### src/modular_arithmetic_unit_defines.svh
// Assertion macros shared by the RTL.
`ifndef MODULAR_ARITHMETIC_UNIT_DEFINES_SVH
`define MODULAR_ARITHMETIC_UNIT_DEFINES_SVH

// Implication checked on every clock edge outside reset.
`define MAU_ASSERT_IMP(label, ante, cons, msg) \
    label: assert property (@(posedge clk) disable iff (!rst_n) (ante) |-> (cons)) \
        else $error(msg);

// Next-cycle implication checked outside reset.
`define MAU_ASSERT_NEXT(label, ante, cons, msg) \
    label: assert property (@(posedge clk) disable iff (!rst_n) (ante) |=> (cons)) \
        else $error(msg);

`endif

### src/mau_pkg.sv
package mau_pkg;

    localparam int RW = 31;
    localparam int EW = 63;
    localparam int RAW_W = 64;
    localparam int PW = 2 * RW;
    localparam int CNT_W = 7;             // remainder step counter, up to RAW_W
    localparam int BIT_W = $clog2(EW);    // exponent bit index
    localparam logic [RW-1:0] MODULUS_RESET = RW'(1000000007);

    typedef enum logic [2:0] {
        CMD_REDUCE   = 3'd0,
        CMD_ADD      = 3'd1,
        CMD_SUB      = 3'd2,
        CMD_MUL      = 3'd3,
        CMD_DIV      = 3'd4,
        CMD_POW      = 3'd5,
        CMD_CMP      = 3'd6,
        CMD_RSVD     = 3'd7
    } cmd_t;

    typedef enum logic [3:0] {
        ST_IDLE,
        ST_RED_A,
        ST_RED_B,
        ST_MOD,
        ST_DISPATCH,
        ST_RAW_FIX,
        ST_EXP_SQ,
        ST_SQ_DONE,
        ST_EXP_MUL,
        ST_MUL_DONE,
        ST_FIN_MUL,
        ST_FIN_DONE,
        ST_FINAL
    } state_t;

    typedef struct packed {
        logic [2:0]       command;
        logic [RW-1:0]    operand_a;
        logic [RW-1:0]    operand_b;
        logic [RAW_W-1:0] raw_value;
        logic [EW-1:0]    exponent;
    } in_item_t;

    typedef struct packed {
        logic [RW-1:0] result;
        logic          is_less;
        logic          is_equal;
    } out_item_t;

endpackage

### src/modular_arithmetic_unit.sv
// Both operands are first reduced on one shared restoring remainder unit (one bit per
// cycle); every modular multiply also runs on the same unit.
// Flow: one item at a time, in_stall high while busy; the next transfer is taken in
// the cycle after the result is parked. Reset (rst_n, async, low): idle, modulus 1000000007.
module modular_arithmetic_unit
    import mau_pkg::*;
(
    input  logic           clk,
    input  logic           rst_n,
    input  logic           cfg_we,
    input  logic [RW-1:0]  cfg_wdata,
    input  logic           in_valid,
    output logic           in_stall,
    input  in_item_t       in_data,
    output logic           out_valid,
    input  logic           out_stall,
    output out_item_t      out_data
);
`include "modular_arithmetic_unit_defines.svh"

    logic [RW-1:0]    modulus_reg;
    state_t           state_reg, state_next;
    state_t           ret_reg;      // where a reduction returns
    in_item_t         item_reg;
    logic [RW-1:0]    a_reg, b_reg, acc_reg, base_reg;
    logic [RW-1:0]    rem_reg;      // running remainder, always below m
    logic [RAW_W-1:0] dvd_reg;      // dividend bits, MSB first
    logic [CNT_W-1:0] cnt_reg;      // dividend bits still to shift in
    logic [BIT_W-1:0] bit_reg;      // exponent bit index
    logic [EW-1:0]    exp_reg;
    logic             neg_reg;
    out_item_t        out_reg;
    logic             out_valid_reg;

    logic [RW-1:0]    m;
    cmd_t             cmd;
    logic [RW:0]      shifted;
    logic [RW+1:0]    diff;
    logic [RW-1:0]    rem_step;
    logic [RW-1:0]    mul_y;
    logic [PW-1:0]    prod;
    logic [RW:0]      sum;
    logic [RW-1:0]    mod_sum;
    logic [RW-1:0]    mod_diff;
    logic             exp_last;
    logic             out_load;
    out_item_t        out_value;

    // modulus 0 behaves as modulus 1
    assign m = (modulus_reg == '0) ? RW'(1) : modulus_reg;
    assign cmd = cmd_t'(item_reg.command);
    assign out_valid = out_valid_reg;
    assign out_data = out_reg;

    // one restoring remainder step: shift in the next dividend bit, subtract if it fits
    assign shifted = {rem_reg, dvd_reg[RAW_W-1]};
    assign diff = {1'b0, shifted} - {2'b00, m};
    assign rem_step = diff[RW+1] ? shifted[RW-1:0] : diff[RW-1:0];

    // shared multiplier: square, times base, or final times a
    assign mul_y = (state_reg == ST_EXP_SQ)  ? acc_reg
                 : (state_reg == ST_EXP_MUL) ? base_reg
                 : a_reg;
    assign prod = PW'(acc_reg) * PW'(mul_y);

    // add and subtract on already reduced operands
    assign sum = {1'b0, a_reg} + {1'b0, b_reg};
    assign mod_sum = (sum >= {1'b0, m}) ? RW'(sum - {1'b0, m}) : sum[RW-1:0];
    assign mod_diff = (a_reg >= b_reg) ? a_reg - b_reg
                    : RW'({1'b0, a_reg} + {1'b0, m} - {1'b0, b_reg});

    assign exp_last = (bit_reg == '0);

    // next state
    always_comb
    begin
        state_next = state_reg;
        case (state_reg)
            ST_IDLE:     if (in_valid) state_next = ST_RED_A;
            ST_RED_A, ST_RED_B, ST_EXP_SQ, ST_EXP_MUL, ST_FIN_MUL:
                state_next = ST_MOD;
            ST_MOD:      if (cnt_reg == '0) state_next = ret_reg;
            ST_DISPATCH:
            begin
                case (cmd)
                    CMD_REDUCE: state_next = ST_MOD;
                    CMD_MUL:    state_next = ST_FIN_MUL;
                    CMD_DIV:    state_next = (rem_reg == '0) ? ST_FINAL : ST_EXP_SQ;
                    CMD_POW:    state_next = ST_EXP_SQ;
                    default:    state_next = ST_FINAL;
                endcase
            end
            ST_RAW_FIX:  state_next = ST_FINAL;
            ST_SQ_DONE:
            begin
                if (exp_reg[bit_reg])
                    state_next = ST_EXP_MUL;
                else if (exp_last)
                    state_next = (cmd == CMD_DIV) ? ST_FIN_MUL : ST_FINAL;
                else
                    state_next = ST_EXP_SQ;
            end
            ST_MUL_DONE:
            begin
                if (exp_last)
                    state_next = (cmd == CMD_DIV) ? ST_FIN_MUL : ST_FINAL;
                else
                    state_next = ST_EXP_SQ;
            end
            ST_FIN_DONE: state_next = ST_FINAL;
            ST_FINAL:    if (!out_valid_reg || !out_stall) state_next = ST_IDLE;
            default:     state_next = ST_IDLE;
        endcase
    end

    // handshake outputs
    always_comb
    begin
        in_stall = 1'b1;
        out_load = 1'b0;
        case (state_reg)
            ST_IDLE:  in_stall = 1'b0;
            ST_FINAL: out_load = !out_valid_reg || !out_stall;
            default:  ;
        endcase
    end

    // result fields by command
    always_comb
    begin
        out_value = '0;
        case (cmd)
            CMD_REDUCE, CMD_MUL, CMD_DIV, CMD_POW: out_value.result = acc_reg;
            CMD_ADD: out_value.result = mod_sum;
            CMD_SUB: out_value.result = mod_diff;
            CMD_CMP:
            begin
                // compare looks at the fields as given, not reduced
                out_value.is_less  = item_reg.operand_a < item_reg.operand_b;
                out_value.is_equal = item_reg.operand_a == item_reg.operand_b;
            end
            default: ;
        endcase
    end

    always_ff @(posedge clk or negedge rst_n)
    begin
        if (!rst_n)
        begin
            state_reg     <= ST_IDLE;
            modulus_reg   <= MODULUS_RESET;
            out_valid_reg <= 1'b0;
        end
        else
        begin
            state_reg <= state_next;
            if (cfg_we) modulus_reg <= cfg_wdata;
            if (out_load)
                out_valid_reg <= 1'b1;
            else if (!out_stall)
                out_valid_reg <= 1'b0;
        end
    end

    // datapath
    always_ff @(posedge clk)
    begin
        case (state_reg)
            ST_IDLE:
                if (in_valid) item_reg <= in_data;
            ST_RED_A:
            begin
                rem_reg <= '0;
                dvd_reg <= {item_reg.operand_a, {(RAW_W-RW){1'b0}}};
                cnt_reg <= CNT_W'(RW);
                ret_reg <= ST_RED_B;
            end
            ST_RED_B:
            begin
                a_reg   <= rem_reg;
                rem_reg <= '0;
                dvd_reg <= {item_reg.operand_b, {(RAW_W-RW){1'b0}}};
                cnt_reg <= CNT_W'(RW);
                ret_reg <= ST_DISPATCH;
            end
            ST_MOD:
                if (cnt_reg != '0)
                begin
                    rem_reg <= rem_step;
                    dvd_reg <= {dvd_reg[RAW_W-2:0], 1'b0};
                    cnt_reg <= cnt_reg - CNT_W'(1);
                end
            ST_DISPATCH:
            begin
                // rem_reg holds b mod m here
                b_reg    <= rem_reg;
                // power and nonzero divide start from 1 mod m; multiply keeps b
                acc_reg  <= ((cmd == CMD_POW) || (cmd == CMD_DIV && rem_reg != '0))
                            ? RW'(m != RW'(1)) : rem_reg;
                base_reg <= (cmd == CMD_DIV) ? rem_reg : a_reg;
                exp_reg  <= (cmd == CMD_DIV) ? EW'(m - RW'(2)) : item_reg.exponent;
                bit_reg  <= BIT_W'(EW - 1);
                // reduce: magnitude of the raw value through the remainder unit
                neg_reg  <= item_reg.raw_value[RAW_W-1];
                rem_reg  <= '0;
                dvd_reg  <= item_reg.raw_value[RAW_W-1] ? RAW_W'(0) - item_reg.raw_value
                                                        : item_reg.raw_value;
                cnt_reg  <= CNT_W'(RAW_W);
                ret_reg  <= ST_RAW_FIX;
            end
            ST_RAW_FIX:
                acc_reg <= (neg_reg && rem_reg != '0) ? m - rem_reg : rem_reg;
            ST_EXP_SQ, ST_EXP_MUL, ST_FIN_MUL:
            begin
                rem_reg <= '0;
                dvd_reg <= {prod, {(RAW_W-PW){1'b0}}};
                cnt_reg <= CNT_W'(PW);
                ret_reg <= (state_reg == ST_EXP_SQ)  ? ST_SQ_DONE
                         : (state_reg == ST_EXP_MUL) ? ST_MUL_DONE
                         : ST_FIN_DONE;
            end
            ST_SQ_DONE:
            begin
                acc_reg <= rem_reg;
                if (!exp_reg[bit_reg] && !exp_last) bit_reg <= bit_reg - BIT_W'(1);
            end
            ST_MUL_DONE:
            begin
                acc_reg <= rem_reg;
                if (!exp_last) bit_reg <= bit_reg - BIT_W'(1);
            end
            ST_FIN_DONE:
                acc_reg <= rem_reg;
            ST_FINAL:
                if (out_load) out_reg <= out_value;
            default: ;
        endcase
    end

    `MAU_ASSERT_IMP(a_busy_stall, state_reg != ST_IDLE, in_stall, "busy but not stalling")
    `MAU_ASSERT_NEXT(a_hold_out, out_valid_reg && out_stall, out_valid_reg && $stable(out_reg),
        "stalled result changed")
    `MAU_ASSERT_IMP(a_res_range, out_valid_reg && !$past(out_valid_reg), out_reg.result < m,
        "result not reduced")

endmodule
### config.mk
export PLATFORM = sky130hd
export DESIGN_NAME = modular_arithmetic_unit
export DESIGN_NICKNAME = d
export VERILOG_FILES = /design/src/mau_pkg.sv /design/src/modular_arithmetic_unit.sv
export VERILOG_INCLUDE_DIRS = /design/src /design/src/src
export SDC_FILE = /design/constraint.sdc
export NUM_CORES = 2
export LEC_CHECK = 0
export ABC_AREA = 0
export BUFFER_PORTS_ARGS = -buffer_cell sky130_fd_sc_hd__buf_2
export CAP_MARGIN = 20
export CORE_MARGIN = 2
export CORE_UTILIZATION = 49
export DETAILED_ROUTE_END_ITERATION = 8
export PLACE_DENSITY = 0.69
export SYNTH_ARGS = -nofsm -noshare
export SYNTH_HDL_FRONTEND = slang
export SYNTH_SLANG_ARGS = --single-unit
### constraint.sdc
create_clock -name clk -period 27 [get_ports clk]
set_input_delay 5.4 -clock clk [delete_from_list [all_inputs] [get_ports clk]]
set_output_delay 5.4 -clock clk [all_outputs]
set_load 0.05 [all_outputs]
After elaboration in Yosys (flattened, before gate mapping)
Cells that the tools add are included.

Word-level logic and storage cells: 142. Input bits: 228. Bits in registers: 561. Output and inout bits: 35.

Eq/ne operators: 27. Reductions and logical operators: 37. Add/sub/neg operators: 11. $lt $le $gt $ge: 4. Multipliers: 1. Muxes and demuxes: 40.

Operators by type and width (number): $pmux W64 S5 (1); $mux W31 (10); $pmux W31 S3 (2); $mux W64 (2); $sub A31 B31 Y31 (4); $sub A1 B64 Y64 const A (1); $mux W63 (1); $logic_not A31 Y1 (2); $mul A31 B31 Y62 (1); $pmux W31 S2 (1); $sub A32 B31 Y33 (1); $add A31 B31 Y32 (1); $ge A32 B31 Y1 (1); $pmux W4 S4 (2); $pmux W4 S8 (1); $sub A31 B2 Y32 const B (1); $add A31 B31 Y31 (1); $eq A31 B31 Y1 (1); $ge A31 B31 Y1 (1); $lt A31 B31 Y1 (1); $ne A31 B1 Y1 const B (1); $reduce_bool A31 Y1 (1); $mux W4 (7); $pmux W7 S4 (1); 38 further kinds (74).

Depth between registers and ports, before layout
Depth after elaboration: 6. Gate-level depth with buffers: 35. Depth with buffers taken out: 31.

Worst setup path before layout
No wires, ideal clock.

Kind: input to register. From: input port in_valid. To: register item_reg, in the netlist cmd[0] (enable). Setup time: 578 ps. Stages on the path: 1. Data required time: 26422 ps. Data arrival time: 9818 ps. Buffers on the path: 0. Path slack: 16604 ps. Cell sequence: and3_1.

Word-level cells in the longest chain between the ends: 1.

RTL lines: from (decl) (line modular_arithmetic_unit.sv:12) `input logic in_valid,`; $reduce_and A2 Y1 (no line); to (signal assigned) (line modular_arithmetic_unit.sv:170) `if (in_valid) item_reg <= in_data;`; to (decl) (line modular_arithmetic_unit.sv:24) `in_item_t item_reg;`.

No other way between the ends. A chain may end at the register's enable or synchronous reset.

Worst setup path after layout
From: register state_reg[3]. To: register dvd_reg[63] (data pin).

Word-level cells in the longest chain between the ends: 5. Elaborated cells on any way between the ends: 12. Those cells by class: mul: 1; eq/ne: 7; mux: 3; reduce/logical: 1.

RTL lines: from (decl) (line modular_arithmetic_unit.sv:22) `state_t state_reg, state_next;`; from (signal assigned) (line modular_arithmetic_unit.sv:156) `state_reg <= state_next;`; $eq A4 B4 Y1 (line modular_arithmetic_unit.sv:62, modular_arithmetic_unit.sv:168); $mux W31 (line modular_arithmetic_unit.sv:62) `: (state_reg == ST_EXP_MUL) ? base_reg`; $mux W31 (line modular_arithmetic_unit.sv:61) `assign mul_y = (state_reg == ST_EXP_SQ) ? acc_reg`; $mul A31 B31 Y62 (line modular_arithmetic_unit.sv:64) `assign prod = PW'(acc_reg) * PW'(mul_y);`; $pmux W64 S5 (*) (line modular_arithmetic_unit.sv:168) `case (state_reg)`; to (signal assigned) (line modular_arithmetic_unit.sv:174) `dvd_reg <= {item_reg.operand_a, {(RAW_W-RW){1'b0}}};`; to (signal assigned) (line modular_arithmetic_unit.sv:182) `dvd_reg <= {item_reg.operand_b, {(RAW_W-RW){1'b0}}};`; to (signal assigned) (line modular_arithmetic_unit.sv:190) `dvd_reg <= {dvd_reg[RAW_W-2:0], 1'b0};`; to (decl) (line modular_arithmetic_unit.sv:27) `logic [RAW_W-1:0] dvd_reg;`.

Mark *: on every way between the ends. The rest lies on a longest branch, timed or not.

==> reports/results.ini <==
[routing]
first_iter_violations = 4801
wl_per_cell_um = 23.4
drc = 0
routed_via_density = 5.86
vias = 52100
totalWireLength_mm = 208
drtAntennaViolNets = 0
first_pass_iters = 9

[clock_network]
post_cts_resize_count = 0
htreeDepth = 3
post_cts_buffers = 0
clock_sinks = 561
cts_tree = done
clockRootBuffer = clkbuf_16
cts_buffers = 67
insertion_delay_ns = 0.69
path_clk_slew_ns = 0.06
hold_buffers = 0
cts_buffer_depth = 3

[floorplanning]
core_um2 = 136000
dieArea_um2 = 140000
row_count = 135
die_w_um = 374
die-height_um = 374
num_io_pins = 263
initial_utilization = 0.495

[yosys]
yosysTopAreaCell = fa_1
ys.flop_type = edfxtp_1
ys_ff_latch = 561
synthCells = 7005
synth_top_area_share = 0.260
synth_cell_types = 84
synth_nets = 8580
yosysSeqAreaShare = 0.248
ys_top_cells_by_area = fa_1, edfxtp_1, ha_1, inv_1, and2_1
synth-edff-count = 525
async_flop_share = 0.0642
syn_area_um2 = 67300
avgSynthCellArea_um2 = 9.60
ys.warnings.count = 0

[timing]
tightest_slew_ns = 1.25
fmax_ghz = 0.0960
fin_crit_ns = 10.42
grt_setup_unrepaired = no
slew_viol_final = 0
period_share = 0.386
hold_viol_final = 0
max_slew_margin = 0.161
holdWs_ns = 0.517
tns_ns = 0
finClkSkew_ns = 0.0410
fin_ws_ns = 16.58
setup_violations = 0

[layout]
multiInputGateArea_um2 = 45200
stdcell_area_um2 = 72500
largest_reg_flops = 189
seq_area_um2 = 16700
drive_gt1_frac = 0.0807
fillerInstances = 12200
num-nets-final = 8625
syn_to_final_growth_pct = 7.85

[grt]
grt_pass1_vias = 54500
overflow = 0
antenna_found_initial = 2
track_usage = 0.300
grt_max_degree = 91
grt_pass1_wl_mm = 321

[setup_path]
crit_path_end_kind = register
startpoint_type = register
cp_common_cell = fa_1
worst-setup-path-type = register to register
max_stage_delay_ns = 0.66
worstPathRequired_ns = 27.40
cp_data_arrival_time_ns = 10.82
crit_buf_inv = 7
worstReg2RegStart = state_reg[3]
crit_slowest_cell = dfrtp_1
worst_setup_path_startpoint = state_reg[3]
path_max_fanout = 35
cpLargestDelayFamily = adder cells

[hold_path]
min_from = item_reg[55]
hp-class = register to register

[placement]
placed_area_um2 = 70200
portBuffers = 262
place_hpwl_mm = 161
place_congestion = 0.970
dp_slack_ns = 16.69

[job]
maxCapViolations = 0

[outcome]
status = completed

## kinds of logic after synthesis
| logic type | count (synthesis) | share of synthesized area |
|---|---|---|
| buf+inv | 1451 | 0.0811 |
| compound gates | 1299 | 0.127 |
| fa+ha+maj | 1347 | 0.348 |
| xor+xnor | 297 | 0.0387 |
| simple gates | 1986 | 0.144 |
| flops | 561 | 0.248 |
| mux | 64 | 0.0134 |
## path summary, 6_finish.rpt
kind	endpoint	slack, ns	cells past startpoint
max	dvd_reg[63]	16.58	31
min	exp_reg[55]	0.52	1
max reg2reg	dvd_reg[63]	16.58	31
min reg2reg	exp_reg[55]	0.52	1
max in group asynchronous	out_valid	21.49	1
min in group asynchronous	modulus_reg[21]	4.90	1
## routing by layer
metal / GRT usage / part of all wire / vias to the layer above
met4: 0.160 / 0.061 / 0
met1: 0.374 / 0.38 / 26100
met2: 0.502 / 0.48 / 2253
li1: - / - / 23200
met3: 0.0453 / 0.071 / 557
met5: 0 / 0 / -
## layout make-up
cell class / count / share of cell area
timing repair buffer: 365 / 0.0301
clock buffer: 77 / 0.0241
sequential: 561 / 0.230
clock inverter: 44 / 0.00649
inverter: 1062 / 0.0550
tap: 1781 / 0.0307
multi-input combinational: 4993 / 0.623
antenna: 4 / 0.000138
## synth_stat cells, types with 21 or more instances
cell	n
a211oi_1	29
a21o_1	150
a21oi_1	298
a221oi_1	25
a22o_1	21
a22oi_1	42
a31oi_1	43
and2_1	517
and3_1	40
clkbuf_1	371
edfxtp_1	525
fa_1	872
ha_1	475
inv_1	1059
mux2i_1	35
nand2_1	852
nand2b_1	41
nand3_1	74
nand4_1	41
nor2_1	213
nor2b_1	35
nor3_1	72
nor4_1	28
o211ai_1	52
o21a_1	71
o21ai_0	293
o21bai_1	41
o221ai_1	28
o31ai_1	40
or3_1	24
xnor2_1	203
xor2_1	94
## cells in the final DEF (no fill, tap or decap), types with 213 or more instances in the layout
| master | n |
|---|---|
| ha_1 | 475 |
| fa_1 | 872 |
| buf_2 | 262 |
| edfxtp_1 | 525 |
| nor2_1 | 213 |
| nand2_1 | 850 |
| inv_1 | 1058 |
| o21ai_0 | 293 |
| a21oi_1 | 293 |
| and2_1 | 517 |
## through the flow
| step | cells | utilization |
|---|---|---|
| finish | 8887 | 0.534 |
| CTS | 8879 | 0.533 |
| detailed placement | 8758 | 0.517 |
| global placement | 8757 | 0.517 |
| floorplan | 7005 | - |
| global route | 8885 | 0.534 |
Power is not shown: default switching activity piles up to over one toggle a cycle in this logic, so the estimate is an artifact.
